$ cat config.mk
export PLATFORM = sky130hd
export DESIGN_NAME = rwsc_outbuf
export DESIGN_NICKNAME = d
export VERILOG_FILES = /design/src/rwsc_pkg.sv /design/src/rwsc_outbuf.sv
export SDC_FILE = /design/constraint.sdc
export NUM_CORES = 1
export LEC_CHECK = 0
export BUFFER_PORTS_ARGS = -buffer_cell sky130_fd_sc_hd__buf_2
export CAP_MARGIN = 15
export CORE_ASPECT_RATIO = 0.7
export CORE_MARGIN = 2
export CORE_UTILIZATION = 40
export CTS_BUF_LIST = sky130_fd_sc_hd__clkbuf_16
export DETAILED_ROUTE_END_ITERATION = 16
export PLACE_DENSITY = 0.78
export SYNTH_ARGS = -nofsm -noshare
export SYNTH_HDL_FRONTEND = slang
export SYNTH_SLANG_ARGS = --single-unit
export TNS_END_PERCENT = 100
$ cat constraint.sdc
create_clock -name clk -period 3.13 [get_ports clk]
set_clock_uncertainty 0.05 [all_clocks]
set_input_delay 0.626 -clock clk [delete_from_list [all_inputs] [get_ports clk]]
set_output_delay 0.626 -clock clk [all_outputs]
set_load 0.01 [all_outputs]
$ cat src/rwsc_pkg.sv
package rwsc_pkg;

    localparam logic [7:0] RETRIG_BD = 8'hBD;
    localparam logic [7:0] RETRIG_LO = 8'hB0;
    localparam logic [7:0] RETRIG_HI = 8'hB8;

    localparam logic [1:0] REG_QUANT_GRID = 2'd0;
    localparam logic [1:0] REG_DEDUP      = 2'd1;
    localparam logic [1:0] REG_KEEP_RETRG = 2'd2;

    // front to back queue entry
    typedef struct packed {
        logic        flush;
        logic [31:0] time_ms;
        logic [8:0]  reg_addr;
        logic [7:0]  value;
    } cmd_t;

    typedef struct packed {
        logic [31:0] time_ms;
        logic [8:0]  reg_addr;
        logic [7:0]  value;
        logic        last_of_run;
        logic        overflow;
    } res_t;

    typedef struct packed {
        logic [15:0] quant_grid;
        logic        dedup_enable;
        logic        retrig_exempt;
    } cfg_t;

    typedef enum logic [2:0] {
        FR_IDLE,
        FR_SHRD,
        FR_DIV,
        FR_PUSH
    } front_state_t;

    typedef enum logic [3:0] {
        BK_IDLE,
        BK_CHECK,
        BK_SCAN,
        BK_SCAN_RD,
        BK_EMIT,
        BK_EMIT_RD,
        BK_EMIT_WR,
        BK_EMIT_LAST,
        BK_CLEAR,
        BK_DIRECT,
        BK_DIRECT_WR,
        BK_APPEND
    } back_state_t;

    function automatic logic is_retrig(input logic [8:0] r);
        is_retrig = (r == {1'b0, RETRIG_BD}) ||
                    ((r[7:0] >= RETRIG_LO) && (r[7:0] <= RETRIG_HI));
    endfunction

endpackage

$ cat src/rwsc_outbuf.sv
module rwsc_outbuf (
    input  logic           clk,
    input  logic           rst_n,
    input  logic           in_valid,
    output logic           in_ready,
    input  rwsc_pkg::res_t in_data,
    output logic           empty,
    input  logic           pop,
    output rwsc_pkg::res_t out_data
);

    logic           vld_reg;
    rwsc_pkg::res_t dat_reg;

    assign empty    = !vld_reg;
    assign in_ready = !vld_reg || pop;
    assign out_data = dat_reg;

    always_ff @(posedge clk or negedge rst_n)
    begin
        if (!rst_n)
        begin
            vld_reg <= 1'b0;
        end
        else if (in_ready)
        begin
            vld_reg <= in_valid;
        end
    end

    always_ff @(posedge clk)
    begin
        if (in_ready && in_valid)
        begin
            dat_reg <= in_data;
        end
    end

endmodule

# Yosys cells after proc, flatten, opt, wreduce, memory -nomap -nowiden
# Index checks and enable logic that the tools add are counted.
dict set report word_totals {
  input_bits 55
  elab_cells 9
  regBits 52
}
dict set report classes {
  n_reduce_logical 3
}
# cell n
set op_table {}
lappend op_table {{logical AND 1 bit} 1}
lappend op_table {{zero test 1 bit} 1}
lappend op_table {{logical OR 1 bit} 1}

# Depth between registers and ports, before layout
dict set report logic_depth {
  word_depth 3
  mapped_depth 2
  mapped_depth_nobuf 2
}

# Least setup slack after synthesis
# OpenSTA, ideal clock, no wires.
dict set report synth_path {
  path_type {input port to flip-flop}
  start {input port pop}
  end {register dat_reg, in the netlist out_data[0], enable pin}
  cell_stages 2
  arrival_ns 1.216
  required_ns 2.708
  path_slack_ns 1.492
  setup_time_ns 0.372
  path_buffers 0
  path_cell_list {nand2b_4 and2_4}
}
dict set report synth_via {
  elab_chain_len 2
}
# element line_no
set synth_lines {}
lappend synth_lines {{from (decl)} rwsc_outbuf.sv:8} ;# input logic pop,
lappend synth_lines {{logical OR 1 bit} rwsc_outbuf.sv:16} ;# assign in_ready = !vld_reg || pop;
lappend synth_lines {{logical AND 1 bit} rwsc_outbuf.sv:33} ;# if (in_ready && in_valid)
lappend synth_lines {{to (signal assigned)} rwsc_outbuf.sv:35} ;# dat_reg <= in_data;
lappend synth_lines {{to (decl)} rwsc_outbuf.sv:13} ;# rwsc_pkg::res_t dat_reg;
# No other way between the ends.
# A chain may end at the register's enable or synchronous reset.

# Final worst setup path
dict set report layout_path {
  start {input port pop}
  end {output port in_ready}
}
dict set report layout_via {
  elab_chain_len 1
}
# element line_no
set layout_lines {}
lappend layout_lines {{logical OR 1 bit} rwsc_outbuf.sv:16}
lappend layout_lines {{to (decl)} rwsc_outbuf.sv:5} ;# output logic in_ready,
# No other way between the ends.

==> impl_metrics.csv <==
group,metric,value,unit
floorplanning,die_width,79.3,microns
finish,largest_register_ffs,51,
power_and_ir_drop,power_frac_clock,35.7,%
finish,nFillCells,312,
yosys,synth_top_cell_area_share,96.4,%
power_and_ir_drop,p_per_area,619,mW/mm^2
yosys,synth_top_area_cell,"edfxtp_1",
finish,post-route-util,60.3,%
worst_setup_path,crit_family,"buffers and inverters",
route,routed_wl,3170,microns
sta,hold_viol,0,
finish,layout.cells.non_filler,223,
cts,ctsLongestPathBuffers,2,
worst_setup_path,path_cells,"buf_2, nand2b_4, buf_2",
floorplanning,die_h,56.7,microns
finish,antennaDiodeCount,0,
flow_run,max_cap_viol_count,0,
sta,tns,0,ns
global_route,grt_use_met1,16.9,%
sta,setup_viol,0,
place,place_inst,215,
global_route,antenna_found_initial,0,
yosys,ys_types,6,
global_route,overflow,0,
place,io_buffers,107,
worst_setup_path,cp_data_required_time,2.45,ns
worst_setup_path,max_stage_delay,0.13,ns
finish,mostFrequentLayoutCell,"buf_2",
yosys,netlist_instances,56,
sta,fmax,0.598,GHz
global_route,grt_use_total,14.5,%
worst_setup_path,path_class,"in -> out",
worst_setup_path,critPathMaxFanout,3,
finish,layout-drive-gt1-share,67.8,%
finish,area_growth,46.9,%
global_route,use_met2,23.4,%
cts,post_cts_buffers,0,
yosys,ys_ff_latch,52,
place,gp_congestion,0.674,
yosys,syn_area,0.00159,sq mm
worst_setup_path,path_common_cell,"buf_2",
cts,cts_buffers,5,
cts,clk_pin_slew,0.06,ns
floorplanning,rows,19,
route,drc,0,
global_route,grt_pass1_vias,927,
finish,nets,225,
power_and_ir_drop,seqPwrFrac,56.8,%
floorplanning,dieArea,0.00450,sq mm
cts,cts_max_level,2,
cts,clk_latency,0.28,ns
yosys,ys_warn_count,0,
floorplanning,io_pins,108,
worst_setup_path,cpMaxStageDelayCell,"nand2b_4",
cts,root_buffer,"clkbuf_16",
sta,finalCritPeriodShare,53.4,%
worst_setup_path,end_kind,"output port",
cts,cts_resized,0,
sta,period_needed,1.67,ns
finish,layout_common_cells,"buf_2, edfxtp_1, clkbuf_16",
power_and_ir_drop,share_comb_of_total_power,7.5,%
global_route,busiest_layer,"met2",
sta,slew_viol_final,0,
route,ant_nets,0,
route,vias_per_cell,4.39,
power_and_ir_drop,ir_drop,0.421,mV
global_route,grt_util_met3,5.14,%
sta,slew_headroom,57.1,%
yosys,avgSynthCellArea,28.4,sq um
power_and_ir_drop,p_switching,0.290,mW
min_path,min_path_type,"in -> async",
route,wl_per_cell,14.2,microns
sta,worstMarginPinSlew,0.643,ns
power_and_ir_drop,p_leak,1.01,nW
global_route,grt_max_degree,52,
worst_setup_path,cp.arrival,1.00,ns
global_route,grt_pass1_wl,4580,microns
route,first_iter_violations,35,
route,dr.pass1.iters,4,
worst_setup_path,critPathBufInv,2,
route,vias,979,
cts,cts_hold_buffers,0,
yosys,netlist_top_cells_area,"edfxtp_1, dfrtp_1, nand2b_4",
floorplanning,start_util,41.0,%
yosys,ys_seq_area_share,98.0,%
cts,clock-sinks,52,
power_and_ir_drop,swShare,20.1,%
floorplanning,core_area,0.00387,sq mm
worst_setup_path,cp-start-kind,"input port",
cts,cts_tree,"done",
yosys,syn_nets,111,
outcome,status,"finished clean",
power_and_ir_drop,p_int,1.16,mW
sta,rsz0062_at_grt,"false",
final timing paths:
check	to	cells after the start	startpoint	slack, ns
max	in_ready	3	pop	1.46
min	vld_reg$_DFFE_PN0P_	1	rst_n	0.06
max reg2reg	out_data[34]$_DFFE_PP_	2	vld_reg$_DFFE_PN0P_	1.64
min reg2reg	vld_reg$_DFFE_PN0P_	2	vld_reg$_DFFE_PN0P_	0.50
max in group asynchronous	vld_reg$_DFFE_PN0P_	1	rst_n	2.89
min in group clk	out_data[18]$_DFFE_PP_	1	in_data[18]	0.46
worst reg2reg max path, stage by stage, from the launching register on:
cell,delay (ns)
dfrtp_1,0.41
nand2b_4,0.08
and2_4,0.56
routing by layer:
layer / part of all wire [%] / vias to the layer above
li1: - / 449
met5: 0 / -
met2: 50 / 64
met3: 10 / 8
met1: 38 / 458
met4: 2.1 / 0
power groups by stage:
| stage | Clock, mW | Combinational, mW | Sequential (mW) |
|---|---|---|---|
| floorplan | 0 | 0.0168 | 0.856 |
| global placement | 0 | 0.106 | 0.834 |
| detailed placement | 0 | 0.110 | 0.837 |
| CTS | 0.533 | 0.110 | 0.822 |
| global route | 0.564 | 0.117 | 0.824 |
| finish | 0.516 | 0.108 | 0.821 |
logic make-up after synthesis:
family | count (synthesis) | synth area share, %
AND/OR/NAND/NOR | 3 | 1.81
buffers and inverters | 1 | 0.236
flip-flops | 52 | 98.0
through the flow:
step	hold slack (ns)	setup WS [ns]	power [mW]	cell area, sq um
after floorplan	0.280	1.49	0.873	1590
after global placement	0.351	1.35	0.940	2190
after detailed placement	0.352	1.28	0.947	2190
after CTS	0.0478	1.46	1.46	2330
after global routing	0.0407	1.45	1.51	2330
final	0.0556	1.46	1.45	2330
Yosys cell counts:
cell / n
edfxtp_1: 51
and2_4: 1
inv_1: 1
nand2b_4: 1
nand2b_1: 1
dfrtp_1: 1
cell type report:
cell class                 count  area, sq um  share of cell area, %
tap                           52         65.1                   2.79
clock buffer                   5          125                   5.36
timing repair buffer         107          536                   22.9
inverter                       1         3.75                  0.161
clock inverter                 3         20.0                  0.857
multi-input combinational      3         28.8                   1.23
sequential                    52         1560                   66.7
No activity file was read; power rests on OpenSTA's default activity.
