`config.mk`:
```
export PLATFORM = sky130hd
export DESIGN_NAME = rwsc_queue
export DESIGN_NICKNAME = d
export VERILOG_FILES = /design/src/rwsc_pkg.sv /design/src/rwsc_queue.sv
export SDC_FILE = /design/constraint.sdc
export NUM_CORES = 1
export LEC_CHECK = 0
export ABC_AREA = 1
export BUFFER_PORTS_ARGS = -buffer_cell sky130_fd_sc_hd__buf_2
export CORE_ASPECT_RATIO = 1.4
export CORE_MARGIN = 2
export CORE_UTILIZATION = 50
export DETAILED_ROUTE_END_ITERATION = 6
export GPL_TIMING_DRIVEN = 0
export MAX_ROUTING_LAYER = met4
export PLACE_DENSITY = 0.76
export SYNTH_ARGS = -nofsm -noshare
export SYNTH_HDL_FRONTEND = slang
export SYNTH_SLANG_ARGS = --single-unit
```
`constraint.sdc`:
```
create_clock -name clk -period 3.6 [get_ports clk]
set_input_delay 0.54 -clock clk [delete_from_list [all_inputs] [get_ports clk]]
set_output_delay 0.54 -clock clk [all_outputs]
set_load 0.05 [all_outputs]
```
`src/rwsc_pkg.sv`:
```
package rwsc_pkg;

    localparam logic [7:0] RETRIG_BD = 8'hBD;
    localparam logic [7:0] RETRIG_LO = 8'hB0;
    localparam logic [7:0] RETRIG_HI = 8'hB8;

    localparam logic [1:0] REG_QUANT_GRID = 2'd0;
    localparam logic [1:0] REG_DEDUP      = 2'd1;
    localparam logic [1:0] REG_KEEP_RETRG = 2'd2;

    // front to back queue entry
    typedef struct packed {
        logic        flush;
        logic [31:0] time_ms;
        logic [8:0]  reg_addr;
        logic [7:0]  value;
    } cmd_t;

    typedef struct packed {
        logic [31:0] time_ms;
        logic [8:0]  reg_addr;
        logic [7:0]  value;
        logic        last_of_run;
        logic        overflow;
    } res_t;

    typedef struct packed {
        logic [15:0] quant_grid;
        logic        dedup_enable;
        logic        retrig_exempt;
    } cfg_t;

    typedef enum logic [2:0] {
        FR_IDLE,
        FR_SHRD,
        FR_DIV,
        FR_PUSH
    } front_state_t;

    typedef enum logic [3:0] {
        BK_IDLE,
        BK_CHECK,
        BK_SCAN,
        BK_SCAN_RD,
        BK_EMIT,
        BK_EMIT_RD,
        BK_EMIT_WR,
        BK_EMIT_LAST,
        BK_CLEAR,
        BK_DIRECT,
        BK_DIRECT_WR,
        BK_APPEND
    } back_state_t;

    function automatic logic is_retrig(input logic [8:0] r);
        is_retrig = (r == {1'b0, RETRIG_BD}) ||
                    ((r[7:0] >= RETRIG_LO) && (r[7:0] <= RETRIG_HI));
    endfunction

endpackage

```
`src/rwsc_queue.sv`:
```
module rwsc_queue (
    input  logic           clk,
    input  logic           rst_n,
    input  logic           wr,
    input  rwsc_pkg::cmd_t wdata,
    output logic           full,
    input  logic           rd,
    output rwsc_pkg::cmd_t rdata,
    output logic           empty
);

    rwsc_pkg::cmd_t mem_reg [2];
    logic [1:0]     cnt_reg;
    logic           wp_reg;
    logic           rp_reg;

    assign full  = (cnt_reg == 2'd2);
    assign empty = (cnt_reg == 2'd0);
    assign rdata = mem_reg[rp_reg];

    always_ff @(posedge clk or negedge rst_n)
    begin
        if (!rst_n)
        begin
            cnt_reg <= '0;
            wp_reg  <= 1'b0;
            rp_reg  <= 1'b0;
        end
        else
        begin
            if (wr && !full)
            begin
                wp_reg <= ~wp_reg;
            end
            if (rd && !empty)
            begin
                rp_reg <= ~rp_reg;
            end
            cnt_reg <= cnt_reg + {1'b0, (wr && !full)} - {1'b0, (rd && !empty)};
        end
    end

    always_ff @(posedge clk)
    begin
        if (wr && !full)
        begin
            mem_reg[wp_reg] <= wdata;
        end
    end

endmodule

```
**Yosys cells after proc, flatten, opt, wreduce, memory -nomap -nowiden**

Memories as Yosys holds them, arrays and structs flattened.
Index checks and enable logic that the tools add are counted.

- Register bits after elaboration: 4
- Latch bits: 0
- RAM bits: 100
- Memory bits (read-only): 0
- Input port bits: 54
- Output and inout port bits: 52
- Logic and storage cells: 16
- Memories kept: 1

- Add/sub/neg operators: 2
- Multiply operators: 0
- Divide/modulo/power cells: 0
- Order comparisons: 0
- Eq/ne operators: 1
- Shifts and indexed selects: 0
- Mux-type cells: 2
- Bitwise gates (word level): 2
- Reduce and logical (&&, ||, !) cells: 5

Memories:

| memory | words | width | read ports | clocked after memory_dff | wr ports | line | RTL |
|---|---|---|---|---|---|---|---|
| mem_reg | 2 | 50 | 1 | 0 | 1 | rwsc_queue.sv:12 | `rwsc_pkg::cmd_t mem_reg [2];` |

Operators by type and width:

| cell | count |
|---|---|
| adder 2 x 1 -> 2 bit | 1 |
| equality test 2 bit, second input constant | 1 |
| logical AND 1 bit | 2 |
| zero test 1 bit | 2 |
| zero test 2 bit | 1 |
| two-way mux 1 bit | 2 |
| inverter 1 bit | 2 |
| subtractor 2 x 1 -> 2 bit | 1 |

**Longest topological paths before layout**

- Depth after elaboration: 5
- Depth in mapped cells: 10
- Depth with buffers taken out: 10

**Worst setup path before layout**

No wires, ideal clock.

- Path type: input port to flip-flop
- From: input port wr
- To: memory mem_reg[1][0] in the netlist's numbering (enable)
- Library setup time: 0.458 ns
- Arrival time: 2.721 ns
- Data required time: 3.142 ns
- Setup slack: 0.422 ns
- Stages on the path: 2
- Path buffers: 0
- Path through: nand2_1 > nor2_1

- Word-level cells in the longest chain between the ends: 3

RTL lines:

| what | line | RTL |
|---|---|---|
| from (decl) | rwsc_queue.sv:4 | `input logic wr,` |
| logical AND 1 bit | rwsc_queue.sv:45 | `if (wr && !full)` |
| two-way mux 1 bit | rwsc_queue.sv:45 |  |
| two-way mux 1 bit (not written as such) | rwsc_queue.sv:47 | `mem_reg[wp_reg] <= wdata;` |
| to (decl) | rwsc_queue.sv:12 |  |

Every way passes these cells.

==> results.json <==
{
  "gr-usage-all-layers_pct": 17.1,
  "antenna_found_initial": 1,
  "grt_pass1_vias": 2240,
  "slew_violations": 0,
  "finalCritPeriodShare_pct": 56.7,
  "setup-violations-final": 0,
  "max_freq_mhz": 490,
  "max_stage_delay_ns": 0.38,
  "grt_overflow": 0,
  "cts_tree": "built",
  "period_minus_slack_ns": 2.04,
  "synth-seq-area-share_pct": 79.3,
  "instances_no_fill": 520,
  "antenna_left": 0,
  "maxCapViolCount": 0,
  "end_kind": "output port",
  "arrival_ns": 1.50,
  "drcViolationCount": 0,
  "wire_per_inst_um": 13.2,
  "worst_pin_slew_ns": 0.699,
  "avgSynthCellArea_sq_um": 13.3,
  "path_cells": "buf_6 > inv_6 > buf_6 > nand2_1 > nand2_1 > buf_2",
  "synth.distinct_cells": 11,
  "worstSetupPathType": "reg2out",
  "syn_area_sq_um": 3910,
  "routabilityCongestion": 0.744,
  "start_util_pct": 51.1,
  "htreeDepth": 3,
  "drt_iter0_drc": 115,
  "via_per_inst": 4.61,
  "drive_gt1_share_pct": 32.5,
  "syn_inst": 295,
  "fin_skew_ns": 0.00584,
  "largest_reg_flops": 100,
  "final_core_util_pct": 63.1,
  "start_kind": "flop",
  "ctsResizeCount": 0,
  "finalHoldViolations": 0,
  "firstDrtPassIters": 4,
  "grt_max_degree": 30,
  "clock_path_buffers": 2,
  "worstPathMaxFanout": 10,
  "nNetsFinal": 470,
  "area.growth.synth_to_final_pct": 23.5,
  "cts_root_buf": "clkbuf_8",
  "cts.reportedPaths.clkPinSlew_ns": 0.09,
  "cts_buffers": 9,
  "place.port_buffers": 105,
  "synth-seq-cells": 104,
  "rows": 38,
  "grt_pass1_wl_um": 10500,
  "synth_nets": 351,
  "fillers": 590,
  "cpMaxStageDelayCell": "dfrtp_1",
  "die_x_um": 78.8,
  "status": "finished clean",
  "regToRegSetupSlack_ns": 1.76,
  "die_height_um": 109,
  "rsz0062_at_grt": "false",
  "coreArea_sq_um": 7650,
  "placed_cells": 502,
  "ys.warnings.count": 0,
  "drt_wl_total_um": 6880,
  "worstPathRequired_ns": 3.06,
  "dp_hpwl_um": 4700,
  "dieArea_sq_um": 8560,
  "hold_class": "in2reg",
  "maxSlewHeadroom_pct": 53.3,
  "num_vias": 2395,
  "pin_count": 106,
  "insertion_delay_ns": 0.37,
  "cts.sinks": 104
}
[placed cells by master (no fill, tap or decap), types with 2 or more instances in the layout]
cell,synthesis,routed
buf_12,0,2
nand2_1,163,163
ha_1,2,2
clkbuf_8,0,11
clkinvlp_4,0,3
buf_6,5,5
buf_2,0,105
inv_1,10,9
buf_4,5,5
edfxtp_1,100,100
dfrtp_1,4,4
nand3_1,3,3
[final timing paths]
path	startpoint	to	depth (start not counted)
max	rp_reg	rdata[22]	6
min	wdata[26]	mem_reg[1][26]	1
max reg2reg	cnt_reg[1]	mem_reg[1][5]	4
min reg2reg	wp_reg	wp_reg	2
max in group asynchronous	rst_n	wp_reg	2
min in group asynchronous	rst_n	cnt_reg[0]	2
[stage by stage]
step | setup slack [ns] | hold WS, ns | instance area, sq um | setup TNS (ns)
2_1_floorplan | 0.422 | 0.244 | 3910 | 0
3_3_place_gp | -0.788 | 0.348 | 4560 | -39.33
3_5_place_dp | 1.63 | 0.352 | 4610 | 0
4_1_cts | 1.52 | 0.333 | 4830 | 0
5_1_grt | 1.46 | 0.342 | 4830 | 0
6_report | 1.56 | 0.349 | 4830 | 0
[worst max-delay path, delay by kind of cell (launching register included)]
kind,cells,cell delay [ns]
buffers and inverters,4,0.62
and+or+nand+nor,2,0.12
DFF,1,0.38
[synth_stat cells]
cell,count,area share (%)
nand2_1,163,16
edfxtp_1,100,77
inv_1,10,0.96
buf_4,5,0.96
buf_6,5,1.4
dfrtp_1,4,2.6
nand3_1,3,0.38
ha_1,2,0.64
buf_8,1,0.38
inv_6,1,0.22
nor2_1,1,0.096
[kinds of logic after synthesis]
| family | share of synthesized area, % |
|---|---|
| buffers and inverters | 3.96 |
| AND/OR/NAND/NOR | 16.1 |
| flip-flops | 79.3 |
| adder cells (fa/ha/maj) | 0.639 |
[routing by layer]
metal / part of all wire, % / vias up / wire length, um / GRT usage (%)
li1: - / 1218 / - / -
met1: 39 / 1104 / 2700 / 19.4
met2: 54 / 60 / 3710 / 28.5
met3: 4.5 / 13 / 312 / 3.06
met4: 2.2 / 0 / 151 / 10.2
met5: 0 / - / 0 / -
[layout make-up]
type	count	area, sq um	share of cell area, %
plain buffers	11	109	2.25
multi-input cells	169	663	13.7
clock inverters	4	52.6	1.09
clock buffers	12	155	3.21
diodes	1	2.50	0.0518
inverters	11	46.3	0.958
repair buffers	108	576	11.9
flip-flops and latches	104	3100	64.2
well taps	100	125	2.59
[timing repair]
action | CTS | global route
setup buffers | 0 | 0
hold buffers | 1 | 0
hold endpoints to repair | 4 | 0
Power is left out: the tool's default activity adds up to more than one toggle a clock period on the data nets, which glitch-free logic cannot reach.
